**config.mk**
```make
export PLATFORM = sky130hd
export DESIGN_NAME = tone_prescaler_select_unit
export DESIGN_NICKNAME = d
export VERILOG_FILES = /design/src/rtl/tps_pkg.sv /design/src/rtl/tone_prescaler_select_unit.sv
export SDC_FILE = /design/constraint.sdc
export NUM_CORES = 1
export LEC_CHECK = 0
export BUFFER_PORTS_ARGS = -buffer_cell sky130_fd_sc_hd__buf_4
export CAP_MARGIN = 20
export CORE_MARGIN = 5
export CORE_UTILIZATION = 55
export CTS_BUF_LIST = sky130_fd_sc_hd__clkbuf_8
export DETAILED_ROUTE_END_ITERATION = 8
export PLACE_DENSITY = 0.83
export SLEW_MARGIN = 20
export SYNTH_ARGS = -nofsm -noshare
export SYNTH_HDL_FRONTEND = slang
export SYNTH_SLANG_ARGS = --single-unit
```
**constraint.sdc**
```tcl
create_clock -name clk -period 21.7 [get_ports clk]
set_input_delay 1.085 -clock clk [delete_from_list [all_inputs] [get_ports clk]]
set_output_delay 1.085 -clock clk [all_outputs]
set_load 0.02 [all_outputs]
```
**src/rtl/tps_pkg.sv**
```systemverilog
// tps_pkg: widths, pipeline shape and prescaler codes for the tone prescaler select unit.
// No dependencies.

package tps_pkg;

  localparam int unsigned CLK_W     = 25;
  localparam int unsigned FREQ_W    = 16;
  localparam int unsigned CMP_W     = 8;
  localparam int unsigned CODE_W    = 3;
  localparam int unsigned QUO_W     = CLK_W - 1;

  // restoring divider: DIV_STAGES stages of DIV_STEPS quotient bits each
  localparam int unsigned DIV_STEPS  = 5;
  localparam int unsigned DIV_STAGES = (CLK_W + DIV_STEPS - 1) / DIV_STEPS;

  localparam logic [QUO_W-1:0] STEP_LIMIT = QUO_W'(256);
  localparam logic [QUO_W-1:0] CMP_MAX    = QUO_W'(255);

  typedef enum logic [CODE_W-1:0] {
    PRESC_OFF     = 3'd0,
    PRESC_DIV1    = 3'd1,
    PRESC_DIV8    = 3'd2,
    PRESC_DIV64   = 3'd3,
    PRESC_DIV256  = 3'd4,
    PRESC_DIV1024 = 3'd5
  } presc_code_t;

  localparam logic [CODE_W-1:0] CODE_OFF  = PRESC_OFF;
  localparam logic [CODE_W-1:0] CODE_DIV1 = PRESC_DIV1;

endpackage

```
**src/rtl/tone_prescaler_select_unit.sv**
```systemverilog
// tone_prescaler_select_unit: pipelined frequency to timer prescaler/compare selection.
// Depends on tps_pkg.
//
// Usage:
//   Input: drive in_wanted_freq with start high; a beat is taken at each rising edge
//   where start is high and busy is low. busy is always low, so one request can be
//   taken every cycle.
//   Output: out_valid pulses for one cycle with out_compare_value, out_prescale_code
//   and out_out_of_range. Results come back in request order, registered through
//   1 capture stage, 5 divider stages of 5 quotient bits each and
//   2 prescaler/clamp stages. Throughput is one result per cycle; the divider
//   stages perform the 25-step restoring divide that forms clock_hz / wanted_freq.
//   The receiver cannot stall; every result is shown for exactly one cycle.
//   Config: APB register 0 (address 0) is clock_hz, 25 bits, reset value 4195200.
//   Write it only while no requests are in flight; each request uses the value
//   present at its accepting edge. Reads return the register.
//   Reset (rst_n low, synchronous): all in-flight beats are dropped, clock_hz
//   returns to its reset value. A frequency of zero yields the off code.

module tone_prescaler_select_unit (
  input  logic                      clk,
  input  logic                      rst_n,
  // request channel
  input  logic                      start,
  output logic                      busy,
  input  logic [tps_pkg::FREQ_W-1:0] in_wanted_freq,
  // result channel
  output logic                      out_valid,
  output logic [tps_pkg::CMP_W-1:0]  out_compare_value,
  output logic [tps_pkg::CODE_W-1:0] out_prescale_code,
  output logic                      out_out_of_range,
  // configuration
  input  logic                      psel,
  input  logic                      penable,
  input  logic                      pwrite,
  input  logic [1:0]                paddr,
  input  logic [31:0]               pwdata,
  output logic [31:0]               prdata,
  output logic                      pready
);

  localparam int unsigned NSTG    = tps_pkg::DIV_STAGES;
  localparam int unsigned LATENCY = NSTG + 3;

  // ---------------------------------------------------------------- config
  logic [tps_pkg::CLK_W-1:0] clock_hz_r;
  logic [tps_pkg::CLK_W-1:0] clock_hz_nxt;
  logic                      cfg_wr;

  assign pready = 1'b1;
  assign cfg_wr = psel && penable && pwrite && (paddr == 2'd0);
  assign prdata = {{(32 - tps_pkg::CLK_W){1'b0}}, clock_hz_r};

  always_comb begin
    clock_hz_nxt = clock_hz_r;
    if (cfg_wr) begin
      clock_hz_nxt = pwdata[tps_pkg::CLK_W-1:0];
    end
  end

  always_ff @(posedge clk) begin
    if (!rst_n) begin
      clock_hz_r <= tps_pkg::CLK_W'(4195200);
    end else begin
      clock_hz_r <= clock_hz_nxt;
    end
  end

  // ---------------------------------------------------------------- divider
  assign busy = 1'b0;

  logic                           vld_r [NSTG+1];
  logic                           off_r [NSTG+1];
  logic [tps_pkg::FREQ_W-1:0]     rem_r [NSTG+1];
  logic [tps_pkg::CLK_W-1:0]      num_r [NSTG+1];
  logic [tps_pkg::FREQ_W-1:0]     dvs_r [NSTG+1];

  always_ff @(posedge clk) begin
    if (!rst_n) begin
      vld_r[0] <= 1'b0;
    end else begin
      vld_r[0] <= start && !busy;
    end
    off_r[0] <= (in_wanted_freq == '0);
    rem_r[0] <= '0;
    num_r[0] <= clock_hz_r;
    dvs_r[0] <= in_wanted_freq;
  end

  for (genvar s = 1; s <= NSTG; s++) begin : g_div
    logic [tps_pkg::FREQ_W-1:0] rem_nxt;
    logic [tps_pkg::CLK_W-1:0]  num_nxt;

    always_comb begin
      logic [tps_pkg::FREQ_W:0] trial;
      logic [tps_pkg::FREQ_W:0] diff;
      rem_nxt = rem_r[s-1];
      num_nxt = num_r[s-1];
      for (int j = 0; j < int'(tps_pkg::DIV_STEPS); j++) begin
        trial   = {rem_nxt, num_nxt[tps_pkg::CLK_W-1]};
        num_nxt = {num_nxt[tps_pkg::CLK_W-2:0], 1'b0};
        diff    = trial - {1'b0, dvs_r[s-1]};
        if (trial >= {1'b0, dvs_r[s-1]}) begin
          rem_nxt    = diff[tps_pkg::FREQ_W-1:0];
          num_nxt[0] = 1'b1;
        end else begin
          rem_nxt = trial[tps_pkg::FREQ_W-1:0];
        end
      end
    end

    always_ff @(posedge clk) begin
      if (!rst_n) begin
        vld_r[s] <= 1'b0;
      end else begin
        vld_r[s] <= vld_r[s-1];
      end
      off_r[s] <= off_r[s-1];
      rem_r[s] <= rem_nxt;
      num_r[s] <= num_nxt;
      dvs_r[s] <= dvs_r[s-1];
    end
  end

  // ---------------------------------------------------------------- prescaler steps
  // q = floor(clock/f) / 2; first two steps divide by 8
  logic                        pa_vld_r;
  logic                        pa_off_r;
  logic [tps_pkg::QUO_W-1:0]   pa_q_r;
  logic [tps_pkg::CODE_W-1:0]  pa_code_r;
  logic [tps_pkg::QUO_W-1:0]   pa_q_nxt;
  logic [tps_pkg::CODE_W-1:0]  pa_code_nxt;

  always_comb begin
    pa_q_nxt    = num_r[NSTG][tps_pkg::CLK_W-1:1];
    pa_code_nxt = tps_pkg::CODE_DIV1;
    for (int k = 0; k < 2; k++) begin
      if (pa_q_nxt > tps_pkg::STEP_LIMIT) begin
        pa_q_nxt    = pa_q_nxt >> 3;
        pa_code_nxt = pa_code_nxt + 3'd1;
      end
    end
  end

  always_ff @(posedge clk) begin
    if (!rst_n) begin
      pa_vld_r <= 1'b0;
    end else begin
      pa_vld_r <= vld_r[NSTG];
    end
    pa_off_r  <= off_r[NSTG];
    pa_q_r    <= pa_q_nxt;
    pa_code_r <= pa_code_nxt;
  end

  // last two steps divide by 4, then clamp q - 1 to 0..255
  logic                        out_valid_r;
  logic [tps_pkg::CMP_W-1:0]   cmp_r;
  logic [tps_pkg::CODE_W-1:0]  code_r;
  logic                        oor_r;
  logic [tps_pkg::CMP_W-1:0]   cmp_nxt;
  logic [tps_pkg::CODE_W-1:0]  code_nxt;
  logic                        oor_nxt;

  always_comb begin
    logic [tps_pkg::QUO_W-1:0] q;
    logic [tps_pkg::QUO_W-1:0] qm1;
    q        = pa_q_r;
    code_nxt = pa_code_r;
    for (int k = 0; k < 2; k++) begin
      if (q > tps_pkg::STEP_LIMIT) begin
        q        = q >> 2;
        code_nxt = code_nxt + 3'd1;
      end
    end
    qm1 = q - tps_pkg::QUO_W'(1);
    if (pa_off_r) begin
      cmp_nxt  = '0;
      code_nxt = tps_pkg::CODE_OFF;
      oor_nxt  = 1'b0;
    end else if (q == '0) begin
      cmp_nxt = '0;
      oor_nxt = 1'b1;
    end else if (qm1 > tps_pkg::CMP_MAX) begin
      cmp_nxt = '1;
      oor_nxt = 1'b1;
    end else begin
      cmp_nxt = qm1[tps_pkg::CMP_W-1:0];
      oor_nxt = 1'b0;
    end
  end

  always_ff @(posedge clk) begin
    if (!rst_n) begin
      out_valid_r <= 1'b0;
    end else begin
      out_valid_r <= pa_vld_r;
    end
    cmp_r  <= cmp_nxt;
    code_r <= code_nxt;
    oor_r  <= oor_nxt;
  end

  assign out_valid         = out_valid_r;
  assign out_compare_value = cmp_r;
  assign out_prescale_code = code_r;
  assign out_out_of_range  = oor_r;

  // ---------------------------------------------------------------- assertions
`ifndef ASSERT_OFF
  a_latency_fwd: assert property (@(posedge clk) disable iff (!rst_n)
    (start && !busy) |-> ##LATENCY out_valid)
    else $error("accepted beat did not produce a result");

  a_latency_back: assert property (@(posedge clk) disable iff (!rst_n)
    out_valid |-> $past(start && !busy && rst_n, LATENCY))
    else $error("result without a matching request");

  a_clamp_ends: assert property (@(posedge clk) disable iff (!rst_n)
    (out_valid && out_out_of_range) |->
      (out_compare_value == '0 || out_compare_value == '1))
    else $error("flagged result not at a clamp limit");

  a_off_clean: assert property (@(posedge clk) disable iff (!rst_n)
    (out_valid && out_prescale_code == tps_pkg::CODE_OFF) |->
      (out_compare_value == '0 && !out_out_of_range))
    else $error("off code with nonzero compare or flag");
`endif

endmodule
```
* Word level (Yosys, flattened, before mapping)
Memory sizes are Yosys's and may differ from the RTL's. A register that Yosys moved wholly into a read port is not among the register bits. Index checks and enable logic that the tools add are counted.
Word-level totals: flip-flop bits (word level) 65, memory bits (writable) 354, bits of input ports 56, output and inout port bits 47, logic and storage cells 155, memories 5
Cells by class: add/subtract/negate cells 29, magnitude comparators 30, mux-type cells 69, bitwise operators 6, reductions and logical operators 8
Memories:
- num_r | words 6, bits a word 25, read ports 6, clocked after memory_dff 0, write ports 6, RTL line tone_prescaler_select_unit.sv:75 | logic [tps_pkg::CLK_W-1:0] num_r [NSTG+1];
- dvs_r | words 6, bits a word 16, read ports 5, clocked after memory_dff 0, write ports 6, RTL line tone_prescaler_select_unit.sv:76 | logic [tps_pkg::FREQ_W-1:0] dvs_r [NSTG+1];
- rem_r | words 6, bits a word 16, read ports 5, clocked after memory_dff 0, write ports 6, RTL line tone_prescaler_select_unit.sv:74 | logic [tps_pkg::FREQ_W-1:0] rem_r [NSTG+1];
- off_r | words 6, bits a word 1, read ports 6, clocked after memory_dff 1, write ports 6, RTL line tone_prescaler_select_unit.sv:73 | logic off_r [NSTG+1];
- vld_r | words 6, bits a word 1, read ports 6, clocked after memory_dff 1, write ports 6, RTL line tone_prescaler_select_unit.sv:72 | logic vld_r [NSTG+1];
Operator list (number):
- greater-or-equal comparator 17 x 16 -> 1 bit | 25
- two-way mux 16 bit | 25
- subtractor 16 bit | 25
- > comparator 24 x 9 -> 1 bit, second input constant | 4
- two-way mux 24 bit | 3
- two-way mux 1 bit | 35
- > comparator 24 x 8 -> 1 bit, second input constant | 1
- logical NOT 24 bit | 1
- subtractor 24 x 1 -> 24 bit, second input constant | 1
- two-way mux 21 bit | 1
- logical NOT 16 bit | 1
- adder 3 x 1 -> 3 bit, second input constant | 3
- two-way mux 3 bit | 3
- two-way mux 8 bit | 1
- bitwise OR 1 bit | 6
- logical AND 1 bit | 3
- logical NOT 2 bit | 1
- two-way mux 2 bit | 1
- OR reduction 2 bit | 1
- logical NOT 1 bit | 1

* Logic depth before layout (Yosys ltp)
An unclocked memory read counts as a cell.
depth in word-level cells 11, mapped depth 71, mapped depth without buffers 61

* Worst setup path after synthesis
OpenSTA, ideal clock, no wires.
kind reg2reg, start mem dvs_r[1][14] (netlist name), end mem rem_r[2][12] (netlist name), setup time 135 ps, data arrival time 13706 ps, data required time 21565 ps, setup slack 7859 ps, cell stages (with the launch flop) 68, path buffers 10, clock period less this slack 13841 ps, cells stage by stage dfxtp_1 -> inv_1 -> ha_1 -> clkbuf_1 -> a21o_1 -> a211o_1 -> nor3_1 -> o21ai_0 -> nand3_1 -> buf_1 -> clkbuf_1 -> nor2_1 -> a21oi_1 -> inv_1 -> ha_1 -> nor2b_1 -> o31ai_1 -> a21oi_1 -> (+32 left out) -> inv_2 -> a21oi_1 -> ha_1 -> nor2b_1 -> o21ai_0 -> a21boi_0 -> o211ai_1 -> a21oi_1 -> o31ai_1 -> a31oi_1 -> o21a_1 -> nor2_1 -> and4b_1 -> clkbuf_1 -> a31o_2 -> buf_2 -> buf_2 -> o221ai_1
RTL lines (RTL line):
- start, declared | tone_prescaler_select_unit.sv:76
- end, declared | tone_prescaler_select_unit.sv:74

==> impl_metrics.toml <==
[status]
outcome = "completed"

[floorplan]
pin_count = 103
rows = 84
die_w_um = 240.3
start_util = 0.5551
die_area_mm2 = 0.05775
dieHeight_um = 240.3
core_area_mm2 = 0.05255

[global_route]
grt_max_degree = 34
antenna_found_initial = 1
top_usage_layer = "met2"
use_met3 = 0.03074
grt.overflow.total = 0
grt_pass1_wl_mm = 116.9
met1_usage = 0.3382
grt_util_met2 = 0.3836
grt_pass1_vias = 23900
gr-usage-all-layers = 0.2413

[critical_path]
crit_buf_inv = 6
endpoint_kind = "flop"
crit_path_start_kind = "flop"
crit_required_ns = 22.16
critPathTopFamily = "compound AO/OA/AOI/OAI gates"
crit_slowest_cell = "o41ai_1"
crit_fanout = 22
path_class = "reg2reg"
cp_slowest_stage_delay_ns = 0.76
crit_top_cell = "a21oi_1"
cp.arrival_ns = 17.66

[yosys]
seq_area_frac_synth = 0.2512
ys.flop_type = "dfxtp_1"
ys_warn_count = 0
avgSynthCellArea_um2 = 8.316
synth_edf_count = 0
synth_area_leaders = "dfxtp_1, ha_1, xnor2_1"
async_flop_share = 0
syn_area_mm2 = 0.02917
ys_types = 88
yosysTopAreaCell = "dfxtp_1"
synth_cells = 3508
ys_ff_latch = 366
synth_top_area_frac = 0.2512

[sta]
finalHoldViolations = 0
max-slew-margin-rel = 0.3788
tns_ns = 0
rsz0062_at_grt = "false"
finalSetupViolations = 0
min_period_ns = 17.20
fin_crit_sh = 0.7927
drv_slew = 0
fin_skew_ns = 0.07104
fmax_mhz = 58.13
worst_pin_slew_ns = 0.9083

[drt]
first_iter_violations = 2036
vias = 25620
drtAntennaViolNets = 0
vias_per_cell = 5.910
first_pass_iters = 6
drc = 0
wirelength_mm = 72.54
post_drt_wl_per_cell_um = 16.74

[clocking]
cts_buffer_depth = 3
cts_tree = "yes"
clkSinkCount = 366
cts_setup_buffers = 0
cts_buffers = 59
cts_resized = 0
clk_pin_slew_worst_paths_ns = 0.07
clock_latency_ns = 0.66
clockRootBuffer = "clkbuf_8"
cts_hold_buf = 0
htreeDepth = 2

[run]
drv_cap = 0

[place]
dp_hpwl_mm = 58.62
io_buffer_count = 86
gp_congestion = 0.9410

[final_layout]
nets = 4049
multi_input_area_mm2 = 0.02051
drive_gt1_frac = 0.09986
n_fill_cell = 4611
final_common_cell = "ha_1"
syn2layout_area_growth_pct = 8.870
seqCellArea_mm2 = 0.007327
final_cell_mix = "ha_1, dfxtp_1, nand2_1"

[min_path]
hold_path.class = "reg2reg"
[path summary, 6_finish.rpt]
path | slack (ns) | from | to | depth (start not counted)
worst max-delay path | 4.50 | dvs_r[1][1]$_DFF_P_ | rem_r[2][10]$_DFF_P_ | 57
worst min register to register | 0.31 | num_r[4][9]$_DFF_P_ | num_r[5][14]$_DFF_P_ | 0
worst min-delay path | 0.31 | num_r[4][9]$_DFF_P_ | num_r[5][14]$_DFF_P_ | 0
worst max register to register | 4.50 | dvs_r[1][1]$_DFF_P_ | rem_r[2][10]$_DFF_P_ | 57
[cell type report]
cell class              count  share of cell area
multi-input cells        2807              0.6459
diodes                      1          0.00007879
flip-flops and latches    366              0.2307
inverters                 266             0.03152
clock buffers              75             0.03250
well taps                 688             0.02710
clock inverters            35            0.009376
repair buffers             96             0.02281
[cells in the mapped netlist, types with 24 or more instances]
library cell	number
o31ai_1	24
a21boi_0	41
mux2_2	118
dfxtp_1	366
o21bai_1	30
o21ai_0	201
nand2_1	295
inv_1	256
a21oi_1	282
and2_1	27
nor2b_1	69
o21a_1	58
a21o_1	112
nand4_1	54
xor2_1	69
clkbuf_1	49
ha_1	375
xnor2_1	199
nor4_1	34
a211oi_1	27
nand3_1	64
nor3_1	63
and3_1	26
mux2i_1	46
nor2_1	228
nand2b_1	43
[kinds of logic (layout without fill, tap and decap cells)]
group | after synthesis | after routing | synth area share
other | 2 | 16 | 0.0002574
muxes | 166 | 166 | 0.06236
xor gates and xnor gates | 268 | 268 | 0.08046
DFF | 366 | 366 | 0.2512
and+or+nand+nor | 971 | 971 | 0.1607
AOI/OAI and AO/OA | 990 | 990 | 0.2215
adders and majority gates | 397 | 397 | 0.1759
buffers and inverters | 348 | 472 | 0.04757
[per-stage QoR]
| stage | util | setup WS [ns] | cell area (um2) | std cells | hold WS, ns |
|---|---|---|---|---|---|
| after detailed placement | 0.5790 | 5.194 | 30430 | 4223 | 0.3121 |
| after global placement | 0.5788 | 5.499 | 30420 | 4222 | 0.3098 |
| after CTS | 0.6043 | 5.021 | 31760 | 4333 | 0.2996 |
| after global routing | 0.6044 | 3.275 | 31760 | 4334 | 0.3078 |
| after floorplan | - | 7.859 | 29220 | 3521 | 0.3096 |
| final | 0.6044 | 4.498 | 31760 | 4334 | 0.3141 |
[per-layer routing]
metal	wire, um	part of all wire
met1	33550	0.46
met2	31850	0.44
met3	4773	0.066
met4	2360	0.033
met5	0	0
[state kept, by name (all words and copies together), names as in the netlist]
signal             cells
clock_hz_r            25
pa_off_r               1
rem_r                 64
dvs_r                 80
pa_q_r                24
out_out_of_range       1
out_prescale_code      3
pa_code_r              2
off_r                  6
pa_vld_r               1
out_valid              1
vld_r                  6
num_r                144
out_compare_value      8
Power is left out: the tool's default activity adds up to more than one toggle a clock period on the data nets, which glitch-free logic cannot reach.
